File: src/lag_pkg.sv
// ----------------------------------------------------------------------------
// lag_pkg
// shared types, constants and rule functions of the life automaton engine
// ----------------------------------------------------------------------------
package lag_pkg;

    localparam int MAX_WIDTH  = 256;
    localparam int MAX_HEIGHT = 256;

    localparam int COL_W  = $clog2(MAX_WIDTH);
    localparam int ROW_W  = $clog2(MAX_HEIGHT);
    localparam int DIM_W  = 9;
    localparam int THR_W  = 4;
    localparam int CNT_W  = 4;
    localparam int WCMP_W = (COL_W + 1 > DIM_W) ? COL_W + 1 : DIM_W;
    localparam int HCMP_W = (ROW_W + 1 > DIM_W) ? ROW_W + 1 : DIM_W;

    localparam int POS_W      = 8;
    localparam int CFG_IDX_W  = 3;
    localparam int CFG_DATA_W = 9;

    localparam int JOB_DEPTH = 4;
    localparam int JOB_PTR_W = $clog2(JOB_DEPTH);
    localparam int JOB_CNT_W = $clog2(JOB_DEPTH + 1);

    localparam logic [CFG_IDX_W-1:0] CFG_GRID_WIDTH  = 3'd0;
    localparam logic [CFG_IDX_W-1:0] CFG_GRID_HEIGHT = 3'd1;
    localparam logic [CFG_IDX_W-1:0] CFG_LIVING_THR  = 3'd2;
    localparam logic [CFG_IDX_W-1:0] CFG_REPRO_THR   = 3'd3;
    localparam logic [CFG_IDX_W-1:0] CFG_DYING_THR   = 3'd4;

    localparam logic [DIM_W-1:0] RST_GRID_WIDTH  = 9'd64;
    localparam logic [DIM_W-1:0] RST_GRID_HEIGHT = 9'd64;
    localparam logic [THR_W-1:0] RST_LIVING_THR  = 4'd2;
    localparam logic [THR_W-1:0] RST_REPRO_THR   = 4'd3;
    localparam logic [THR_W-1:0] RST_DYING_THR   = 4'd4;

    typedef struct packed {
        logic [DIM_W-1:0] grid_width;
        logic [DIM_W-1:0] grid_height;
        logic [THR_W-1:0] living_thr;
        logic [THR_W-1:0] repro_thr;
        logic [THR_W-1:0] dying_thr;
    } t_cfg;

    // result slots: 0 (r-1,c-1), 1 (r-1,c), 2 (r,c-1), 3 (r,c)
    typedef struct packed {
        logic [3:0]       mask;
        logic [3:0]       alive;
        logic [ROW_W-1:0] row;
        logic [COL_W-1:0] col;
    } t_job;

    // drop the oldest window column, a dead column enters
    function automatic logic [8:0] win_left(input logic [8:0] w);
        win_left = {3'b000, w[8:3]};
    endfunction

    // drop the top window row, a dead row enters
    function automatic logic [8:0] win_up(input logic [8:0] w);
        win_up = {1'b0, w[8:7], 1'b0, w[5:4], 1'b0, w[2:1]};
    endfunction

    function automatic logic life_rule(input logic [8:0] nb, input t_cfg cfg);
        logic [CNT_W-1:0] cnt;
        cnt = '0;
        for (int i = 0; i < 9; i++) begin
            if (i != 4) begin
                cnt = cnt + CNT_W'(nb[i]);
            end
        end
        if (cnt < cfg.living_thr) begin
            life_rule = 1'b0;
        end else if (cnt < cfg.repro_thr) begin
            life_rule = nb[4];
        end else if (cnt < cfg.dying_thr) begin
            life_rule = 1'b1;
        end else begin
            life_rule = 1'b0;
        end
    endfunction

endpackage

File: src/lag_front.sv
// ----------------------------------------------------------------------------
// lag_front
// takes cells, tracks the raster position, keeps line buffers and the 3x3
// window, and turns each cell into a job of up to four next-state results
// ----------------------------------------------------------------------------
module lag_front (
    input  logic                 i_clk,
    input  logic                 i_rst_n,
    input  logic                 push,
    output logic                 full,
    input  logic                 i_cell_alive,
    input  lag_pkg::t_cfg        i_cfg,
    output logic                 o_q_push,
    output lag_pkg::t_job        o_q_job,
    input  logic                 i_q_full
);

    typedef struct packed {
        logic                          alive;
        logic [lag_pkg::ROW_W-1:0]     row;
        logic [lag_pkg::COL_W-1:0]     col;
        logic                          row_end;
        logic                          last_row;
    } t_s1;

    logic [lag_pkg::ROW_W-1:0]  r_in_row, n_in_row;
    logic [lag_pkg::COL_W-1:0]  r_in_col, n_in_col;
    logic                       r_s1_valid, n_s1_valid;
    t_s1                        r_s1, n_s1;
    logic [8:0]                 r_win, n_win;
    logic [1:0]                 r_rd;
    logic [1:0]                 r_line_mem [0:lag_pkg::MAX_WIDTH-1];

    logic [lag_pkg::WCMP_W-1:0] w_eff, col_x;
    logic [lag_pkg::HCMP_W-1:0] h_eff, row_x;
    logic                       accept, fire;
    logic                       above1, above2;
    logic [8:0]                 base;

    assign full   = r_s1_valid & i_q_full;
    assign accept = push & ~full;
    assign fire   = r_s1_valid & ~i_q_full;

    // position of the incoming cell
    always_comb begin
        w_eff = lag_pkg::WCMP_W'(i_cfg.grid_width);
        if (w_eff < lag_pkg::WCMP_W'(2)) begin
            w_eff = lag_pkg::WCMP_W'(2);
        end else if (w_eff > lag_pkg::WCMP_W'(lag_pkg::MAX_WIDTH)) begin
            w_eff = lag_pkg::WCMP_W'(lag_pkg::MAX_WIDTH);
        end
        h_eff = lag_pkg::HCMP_W'(i_cfg.grid_height);
        if (h_eff < lag_pkg::HCMP_W'(2)) begin
            h_eff = lag_pkg::HCMP_W'(2);
        end else if (h_eff > lag_pkg::HCMP_W'(lag_pkg::MAX_HEIGHT)) begin
            h_eff = lag_pkg::HCMP_W'(lag_pkg::MAX_HEIGHT);
        end

        col_x = lag_pkg::WCMP_W'(r_in_col);
        row_x = lag_pkg::HCMP_W'(r_in_row);
        if (col_x >= w_eff) begin
            col_x = '0;
            row_x = row_x + lag_pkg::HCMP_W'(1);
        end
        if (row_x >= h_eff) begin
            row_x = '0;
        end

        n_s1.alive    = i_cell_alive;
        n_s1.row      = row_x[lag_pkg::ROW_W-1:0];
        n_s1.col      = col_x[lag_pkg::COL_W-1:0];
        n_s1.row_end  = (col_x == w_eff - lag_pkg::WCMP_W'(1));
        n_s1.last_row = (row_x == h_eff - lag_pkg::HCMP_W'(1));

        if (n_s1.row_end) begin
            n_in_col = '0;
            n_in_row = n_s1.last_row ? '0 : n_s1.row + lag_pkg::ROW_W'(1);
        end else begin
            n_in_col = n_s1.col + lag_pkg::COL_W'(1);
            n_in_row = n_s1.row;
        end
    end

    always_comb begin
        if (accept) begin
            n_s1_valid = 1'b1;
        end else if (fire) begin
            n_s1_valid = 1'b0;
        end else begin
            n_s1_valid = r_s1_valid;
        end
    end

    // window update and job build
    always_comb begin
        above2 = (r_s1.row >= lag_pkg::ROW_W'(2)) ? r_rd[1] : 1'b0;
        above1 = (r_s1.row >= lag_pkg::ROW_W'(1)) ? r_rd[0] : 1'b0;
        base   = (r_s1.col == '0) ? 9'd0 : r_win;
        n_win  = {r_s1.alive, above1, above2, base[8:3]};

        o_q_job.row      = r_s1.row;
        o_q_job.col      = r_s1.col;
        o_q_job.mask[0]  = (r_s1.row != '0) & (r_s1.col != '0);
        o_q_job.mask[1]  = (r_s1.row != '0) & r_s1.row_end;
        o_q_job.mask[2]  = r_s1.last_row & (r_s1.col != '0);
        o_q_job.mask[3]  = r_s1.last_row & r_s1.row_end;
        o_q_job.alive[0] = lag_pkg::life_rule(n_win, i_cfg);
        o_q_job.alive[1] = lag_pkg::life_rule(lag_pkg::win_left(n_win), i_cfg);
        o_q_job.alive[2] = lag_pkg::life_rule(lag_pkg::win_up(n_win), i_cfg);
        o_q_job.alive[3] = lag_pkg::life_rule(
                               lag_pkg::win_up(lag_pkg::win_left(n_win)), i_cfg);
    end

    assign o_q_push = fire & (o_q_job.mask != 4'b0000);

    always_ff @(posedge i_clk) begin
        if (!i_rst_n) begin
            r_s1_valid <= 1'b0;
            r_in_row   <= '0;
            r_in_col   <= '0;
            r_win      <= '0;
        end else begin
            r_s1_valid <= n_s1_valid;
            if (accept) begin
                r_in_row <= n_in_row;
                r_in_col <= n_in_col;
            end
            if (fire) begin
                r_win <= n_win;
            end
        end
    end

    always_ff @(posedge i_clk) begin
        if (accept) begin
            r_s1 <= n_s1;
        end
    end

    // line buffers: bit 1 two rows up, bit 0 one row up
    always_ff @(posedge i_clk) begin
        if (accept) begin
            r_rd <= r_line_mem[n_s1.col];
        end
        if (fire) begin
            r_line_mem[r_s1.col] <= {r_rd[0], r_s1.alive};
        end
    end

    a_push_has_results: assert property (@(posedge i_clk) disable iff (!i_rst_n)
        o_q_push |-> (o_q_job.mask != 4'b0000) && !i_q_full)
        else $error("job pushed without results or into a full queue");

    a_stall_holds: assert property (@(posedge i_clk) disable iff (!i_rst_n)
        (r_s1_valid && i_q_full) |=> (r_s1_valid && $stable(r_s1.col) && $stable(r_win)))
        else $error("stalled cell lost its position or window");

endmodule

File: src/lag_fifo.sv
// ----------------------------------------------------------------------------
// lag_fifo
// short job queue between the front and the back
// ----------------------------------------------------------------------------
module lag_fifo (
    input  logic          i_clk,
    input  logic          i_rst_n,
    input  logic          i_push,
    input  lag_pkg::t_job i_data,
    output logic          o_full,
    input  logic          i_pop,
    output lag_pkg::t_job o_data,
    output logic          o_empty
);

    lag_pkg::t_job                   r_mem [0:lag_pkg::JOB_DEPTH-1];
    logic [lag_pkg::JOB_PTR_W-1:0]   r_wr_ptr, n_wr_ptr;
    logic [lag_pkg::JOB_PTR_W-1:0]   r_rd_ptr, n_rd_ptr;
    logic [lag_pkg::JOB_CNT_W-1:0]   r_count, n_count;
    logic                            do_push, do_pop;

    assign o_full  = (r_count == lag_pkg::JOB_CNT_W'(lag_pkg::JOB_DEPTH));
    assign o_empty = (r_count == '0);
    assign do_push = i_push & ~o_full;
    assign do_pop  = i_pop & ~o_empty;
    assign o_data  = r_mem[r_rd_ptr];

    always_comb begin
        n_wr_ptr = do_push ? r_wr_ptr + lag_pkg::JOB_PTR_W'(1) : r_wr_ptr;
        n_rd_ptr = do_pop  ? r_rd_ptr + lag_pkg::JOB_PTR_W'(1) : r_rd_ptr;
        n_count  = r_count;
        if (do_push && !do_pop) begin
            n_count = r_count + lag_pkg::JOB_CNT_W'(1);
        end else if (do_pop && !do_push) begin
            n_count = r_count - lag_pkg::JOB_CNT_W'(1);
        end
    end

    always_ff @(posedge i_clk) begin
        if (!i_rst_n) begin
            r_wr_ptr <= '0;
            r_rd_ptr <= '0;
            r_count  <= '0;
        end else begin
            r_wr_ptr <= n_wr_ptr;
            r_rd_ptr <= n_rd_ptr;
            r_count  <= n_count;
        end
    end

    always_ff @(posedge i_clk) begin
        if (do_push) begin
            r_mem[r_wr_ptr] <= i_data;
        end
    end

    a_count_bound: assert property (@(posedge i_clk) disable iff (!i_rst_n)
        r_count <= lag_pkg::JOB_CNT_W'(lag_pkg::JOB_DEPTH))
        else $error("job queue count out of range");

endmodule

File: src/lag_back.sv
// ----------------------------------------------------------------------------
// lag_back
// takes jobs from the queue and hands out their results one per pop
// ----------------------------------------------------------------------------
module lag_back (
    input  logic                         i_clk,
    input  logic                         i_rst_n,
    input  lag_pkg::t_job                i_q_job,
    input  logic                         i_q_empty,
    output logic                         o_q_pop,
    output logic                         empty,
    input  logic                         pop,
    output logic                         o_next_alive,
    output logic [lag_pkg::POS_W-1:0]    o_cell_row,
    output logic [lag_pkg::POS_W-1:0]    o_cell_col,
    output logic                         o_last_of_run
);

    logic          r_busy, n_busy;
    lag_pkg::t_job r_job, n_job;
    logic [3:0]    sel, rest;
    logic          take, load;

    logic [lag_pkg::ROW_W-1:0] row_up;
    logic [lag_pkg::COL_W-1:0] col_left;

    assign empty = ~r_busy;
    assign take  = pop & r_busy;

    always_comb begin
        sel      = r_job.mask & (~r_job.mask + 4'd1);
        rest     = r_job.mask & ~sel;
        row_up   = r_job.row - lag_pkg::ROW_W'(1);
        col_left = r_job.col - lag_pkg::COL_W'(1);

        o_next_alive  = |(r_job.alive & sel);
        o_last_of_run = (rest == 4'b0000);
        o_cell_row    = (sel[0] | sel[1]) ? lag_pkg::POS_W'(row_up)
                                          : lag_pkg::POS_W'(r_job.row);
        o_cell_col    = (sel[0] | sel[2]) ? lag_pkg::POS_W'(col_left)
                                          : lag_pkg::POS_W'(r_job.col);

        load  = ~r_busy | (take & (rest == 4'b0000));
        o_q_pop = load & ~i_q_empty;

        n_busy = r_busy;
        n_job  = r_job;
        if (load) begin
            n_busy = ~i_q_empty;
            n_job  = i_q_job;
        end else if (take) begin
            n_job.mask = rest;
        end
    end

    always_ff @(posedge i_clk) begin
        if (!i_rst_n) begin
            r_busy <= 1'b0;
        end else begin
            r_busy <= n_busy;
        end
    end

    always_ff @(posedge i_clk) begin
        r_job <= n_job;
    end

    a_busy_has_work: assert property (@(posedge i_clk) disable iff (!i_rst_n)
        r_busy |-> (r_job.mask != 4'b0000))
        else $error("result shown from a job with nothing left");

endmodule

File: src/life_automaton_generation_top.sv
// ----------------------------------------------------------------------------
// life_automaton_generation_top
// streaming next-generation engine for a two-state life-like automaton
// ----------------------------------------------------------------------------
//  channel   handshake        payload
//  cells in  push / full      i_cell_alive
//  results   empty / pop      o_next_alive, o_cell_row, o_cell_col, o_last_of_run
//  config    i_cfg_we         i_cfg_idx, i_cfg_data
//
//  one cell is taken per cycle unless full; results leave one per cycle while
//  pop is held, up to four per cell, via front register, job queue and job register
//  a four-entry job queue decouples cell intake from result delivery
//  full rises only while the queue is full and a cell waits to enter it
//  reset clears position, window and queue; line buffer contents are not cleared
// ----------------------------------------------------------------------------
module life_automaton_generation_top (
    input  logic                              i_clk,
    input  logic                              i_rst_n,
    input  logic                              push,
    output logic                              full,
    input  logic                              i_cell_alive,
    output logic                              empty,
    input  logic                              pop,
    output logic                              o_next_alive,
    output logic [lag_pkg::POS_W-1:0]         o_cell_row,
    output logic [lag_pkg::POS_W-1:0]         o_cell_col,
    output logic                              o_last_of_run,
    input  logic                              i_cfg_we,
    input  logic [lag_pkg::CFG_IDX_W-1:0]     i_cfg_idx,
    input  logic [lag_pkg::CFG_DATA_W-1:0]    i_cfg_data
);

    lag_pkg::t_cfg r_cfg, n_cfg;
    lag_pkg::t_job q_in_job, q_out_job;
    logic          q_push, q_full, q_pop, q_empty;

    always_comb begin
        n_cfg = r_cfg;
        if (i_cfg_we) begin
            case (i_cfg_idx)
                lag_pkg::CFG_GRID_WIDTH: begin
                    n_cfg.grid_width = lag_pkg::DIM_W'(i_cfg_data);
                end
                lag_pkg::CFG_GRID_HEIGHT: begin
                    n_cfg.grid_height = lag_pkg::DIM_W'(i_cfg_data);
                end
                lag_pkg::CFG_LIVING_THR: begin
                    n_cfg.living_thr = i_cfg_data[lag_pkg::THR_W-1:0];
                end
                lag_pkg::CFG_REPRO_THR: begin
                    n_cfg.repro_thr = i_cfg_data[lag_pkg::THR_W-1:0];
                end
                lag_pkg::CFG_DYING_THR: begin
                    n_cfg.dying_thr = i_cfg_data[lag_pkg::THR_W-1:0];
                end
                default: begin
                    n_cfg = r_cfg;
                end
            endcase
        end
    end

    always_ff @(posedge i_clk) begin
        if (!i_rst_n) begin
            r_cfg.grid_width  <= lag_pkg::RST_GRID_WIDTH;
            r_cfg.grid_height <= lag_pkg::RST_GRID_HEIGHT;
            r_cfg.living_thr  <= lag_pkg::RST_LIVING_THR;
            r_cfg.repro_thr   <= lag_pkg::RST_REPRO_THR;
            r_cfg.dying_thr   <= lag_pkg::RST_DYING_THR;
        end else begin
            r_cfg <= n_cfg;
        end
    end

    lag_front u_front (
        .i_clk        (i_clk),
        .i_rst_n      (i_rst_n),
        .push         (push),
        .full         (full),
        .i_cell_alive (i_cell_alive),
        .i_cfg        (r_cfg),
        .o_q_push     (q_push),
        .o_q_job      (q_in_job),
        .i_q_full     (q_full)
    );

    lag_fifo u_fifo (
        .i_clk   (i_clk),
        .i_rst_n (i_rst_n),
        .i_push  (q_push),
        .i_data  (q_in_job),
        .o_full  (q_full),
        .i_pop   (q_pop),
        .o_data  (q_out_job),
        .o_empty (q_empty)
    );

    lag_back u_back (
        .i_clk         (i_clk),
        .i_rst_n       (i_rst_n),
        .i_q_job       (q_out_job),
        .i_q_empty     (q_empty),
        .o_q_pop       (q_pop),
        .empty         (empty),
        .pop           (pop),
        .o_next_alive  (o_next_alive),
        .o_cell_row    (o_cell_row),
        .o_cell_col    (o_cell_col),
        .o_last_of_run (o_last_of_run)
    );

endmodule

File: config.mk
export PLATFORM = sky130hd
export DESIGN_NAME = life_automaton_generation_top
export DESIGN_NICKNAME = d
export VERILOG_FILES = /design/src/lag_pkg.sv /design/src/lag_front.sv /design/src/lag_fifo.sv /design/src/lag_back.sv /design/src/life_automaton_generation_top.sv
export SDC_FILE = /design/constraint.sdc
export NUM_CORES = 1
export LEC_CHECK = 0
export ABC_AREA = 1
export BUFFER_PORTS_ARGS = -buffer_cell sky130_fd_sc_hd__buf_2
export CAP_MARGIN = 15
export CORE_MARGIN = 4
export CORE_UTILIZATION = 57
export DETAILED_ROUTE_END_ITERATION = 6
export GPL_TIMING_DRIVEN = 0
export PLACE_DENSITY = 0.76
export RECOVER_POWER = 50
export SYNTH_ARGS = -nofsm -noshare
export SYNTH_HDL_FRONTEND = slang
export SYNTH_SLANG_ARGS = --single-unit
File: constraint.sdc
create_clock -name i_clk -period 7.1 [get_ports i_clk]
set_input_delay 0.355 -clock i_clk [delete_from_list [all_inputs] [get_ports i_clk]]
set_output_delay 0.355 -clock i_clk [all_outputs]
set_load 0.01 [all_outputs]
==> flow_metrics.tcl <==
set metrics [dict create \
    clkLatencyLatePin_ps 630 \
    die_h_um 251 \
    cp.required_ps 7620 \
    ios 38 \
    cpPeakStageDelay_ps 680 \
    synth_top_family_by_area "simple AND/OR/NAND/NOR gates" \
    hold_violations 0 \
    hold_depth 3 \
    setup_viol 0 \
    fp.dieW_um 251 \
    n_fill_cell 4582 \
    vias 26300 \
    postCtsHoldBufs 4 \
    synthMuxAreaShare_pct 0 \
    syn_avg_cell_area_um2 9.70 \
    max_freq_ghz 0.168 \
    cts_tree "built" \
    period_needed_ps 5970 \
    min_period_over_period_pct 84.1 \
    hpwlAfterDp_um 66900 \
    wl_per_cell_um 21.8 \
    worstPathArrival_ps 6490 \
    antenna_found_initial 0 \
    crit_type "flop to flop" \
    crit_slowest_cell "clkbuf_1" \
    fin_area_um2 37300 \
    r2r_cells 31 \
    synthesis.area_um2 33700 \
    synth_seq_cells 716 \
    vdd.ir_drop.worst_v 0.000324 \
    cp_common_cell "nand2_1" \
    multi_input_area_um2 10400 \
    drt-total-wl_um 96800 \
    crit_fanout 10 \
    register_area_um2 20900 \
    gp_congestion 0.924 \
    grt_pass1_vias 24600 \
    h-tree-depth 3 \
    cts_resized 0 \
    synth_compound_area_share_pct 7.27 \
    drc 0 \
    finalClockSkew_ps 27.1 \
    slew-limit-headroom_pct 7.18 \
    worst_r2r_endpoint "u_front.r_in_row[4]" \
    syn_nets 3561 \
    syn_inst 3470 \
    power.density_nw_per_um2 307 \
    grtUsageTotal_pct 30.0 \
    grt_max_degree 34 \
    ant_nets 0 \
    min_path_type "input port to flop" \
    synth_seq_area_share_pct 62.0 \
    root_buffer "clkbuf_16" \
    synth_xor_area_share_pct 0.859 \
    cts_buffer_depth 3 \
    maxCapViolCount 0 \
    n_antenna_cell 0 \
    placed_area_um2 35400 \
    synth_top_cell_by_area "edfxtp_1" \
    rsz0062_at_grt "no" \
    viasPerCell 5.93 \
    worstMarginPinSlew_ps 1390 \
    drive_gt1_share_pct 6.10 \
    nNetsFinal 3704 \
    overflow 0 \
    rrSetupSlack_ps 1130 \
    synth_top_area_share_pct 58.2 \
    row_count 88 \
    yosys-top-cells-area "edfxtp_1 (58%), nand2_1 (6.7%), nor2_1 (6.2%), nand3_1 (4.8%), inv_1 (4.7%)" \
    drt_iter0_markers 3837 \
    clkTransAtPathRegs_ps 60 \
    worstHoldEndpoint "r_cfg[17]" \
    leakage_uw 0.0147 \
    coreArea_um2 58100 \
    clock_sinks 716 \
    synthDistinctLibCells 47 \
    critPathCaptureType "flop" \
    floorplan.initialDensity_pct 57.9 \
    status "finished, final reports clean" \
    synthSimpleGateAreaFrac_pct 19.9 \
    cts_setup_buffers 0 \
    regToRegStartpoint "u_front.r_in_col[0]" \
    fin_util_pct 64.1 \
    synthAdderAreaFrac_pct 2.94 \
    drt_pass1_iterations 6 \
    yosysWarnings 0 \
    portBuffers 37 \
    grt_pass1_wl_um 144000 \
    area_growth_pct 10.7 \
    min_from "i_cfg_data[5]" \
    cts_buffers 73 \
    slew_violations 0 \
    die-area_um2 63000 \
    cp-start-kind "flop" \
]
[stage by stage]
| step | TNS [ps] | setup WS (ps) | total power [µW] | std cells | hold slack (ps) |
|---|---|---|---|---|---|
| after global routing | 0 | 709 | 11900 | 4435 | 67.5 |
| after floorplan | 0 | 229 | 6880 | 3470 | 436 |
| after detailed placement | 0 | 1070 | 7870 | 4298 | 467 |
| after CTS | 0 | 1030 | 11500 | 4434 | 35.5 |
| final | 0 | 1130 | 11400 | 4435 | 76.1 |
| after global placement | -174430 | -4340 | 7760 | 4272 | 454 |
[routing by layer]
metal	GRT usage, %	share of wire, %
met1	39.2	36
met2	48.1	45
met3	6.03	12
met4	15.6	6.2
met5	0	0
[worst max-delay path: cells and delay by family, from the launching register on]
family          cells  cell delay [ps]
flops               1              370
fa+ha+maj           3              840
compound gates      2              150
xor+xnor            1              150
buf+inv            10             2540
simple gates       15             1790
[cell usage after synthesis (all sizes together)]
cell type / instances
a2111oi: 2
a211o: 1
a211oi: 2
a21boi: 1
a21oi: 119
a221oi: 2
a31oi: 2
and3: 1
buf: 68
clkbuf: 109
clkinv: 4
dfxtp: 63
edfxtp: 653
fa: 10
ha: 63
inv: 424
nand2: 601
nand3: 327
nand3b: 11
nand4: 61
nor2: 563
nor3: 10
nor3b: 2
nor4: 1
o211ai: 42
o21a: 4
o21ai: 253
o221ai: 1
o22ai: 23
o311ai: 1
or2: 11
or3: 1
or4: 1
xnor2: 8
xor2: 25
[worst max path at each step]
stage	startpoint	slack (ps)	depth (start not counted)	endpoint
6_report	u_front.r_in_col[0]	1130	31	u_front.r_in_row[4]
5_1_grt	u_front.r_in_col[0]	710	31	u_front.r_in_row[4]
4_1_cts	u_front.o_q_job[7]	1030	20	u_fifo.r_mem[1][17]
3_5_place_dp	u_front.o_q_job[7]	1070	20	u_fifo.r_mem[1][17]
3_3_place_gp	u_front.n_win[8]	-4340	13	u_fifo.r_mem[2][17]
2_1_floorplan	u_front.n_win[8]	230	13	u_fifo.r_mem[0][17]
[cell type report]
cell class | count | area share [%]
clock buffers | 88 | 5.13
flip-flops and latches | 716 | 56.0
multi-input cells | 2149 | 28.0
repair buffers | 68 | 1.03
clock inverters | 44 | 0.900
plain buffers | 177 | 2.03
well taps | 765 | 2.57
inverters | 428 | 4.31
[cell families after synthesis]
group | count (synthesis)
compound gates | 453
xor+xnor | 33
fa+ha+maj | 73
buf+inv | 605
flops | 716
simple gates | 1590
[power breakdown]
part	internal (µW)	switching, µW	total (µW)
clock	2040	1620	3660
combinational	740	1880	2620
sequential	5010	131	5150
total	7800	3630	11400
[flip-flops by register name, indices dropped and copies added, names as in the netlist, named ones only]
register,cells
u_front.r_in_col,8
u_front.r_s1,2
u_fifo.r_wr_ptr,2
r_cfg,30
u_fifo.r_mem,96
u_back.r_job,24
u_front.r_in_row,8
u_back.r_busy,1
u_front.n_win,1
u_front.r_win,6
u_front.o_q_job,16
u_fifo.r_rd_ptr,2
u_front.r_rd,2
u_front.r_s1_valid,1
u_fifo.r_count,3
u_front.r_line_mem,512
[layout by cell type (no fill, tap or decap), types with 9 or more instances in the layout]
cell type  Yosys  layout
edfxtp_1     653     653
nand2_1      601     601
nor2_1       558     554
inv_1        418     418
nand3_1      320     320
o21ai_0      221     221
clkbuf_1     109     146
a21oi_1      119     119
buf_2         49      81
clkbuf_16      0      73
ha_1          63      63
dfxtp_1       63      63
nand4_1       61      61
o211ai_1      42      42
o21ai_1       32      32
xor2_1        25      25
o22ai_1       23      23
clkinv_1       3      20
clkinv_2       1      15
buf_1         14      14
nand3b_1      11      11
fa_1          10      10
nor3_1         9       9
(Power assumes the default switching activity.)
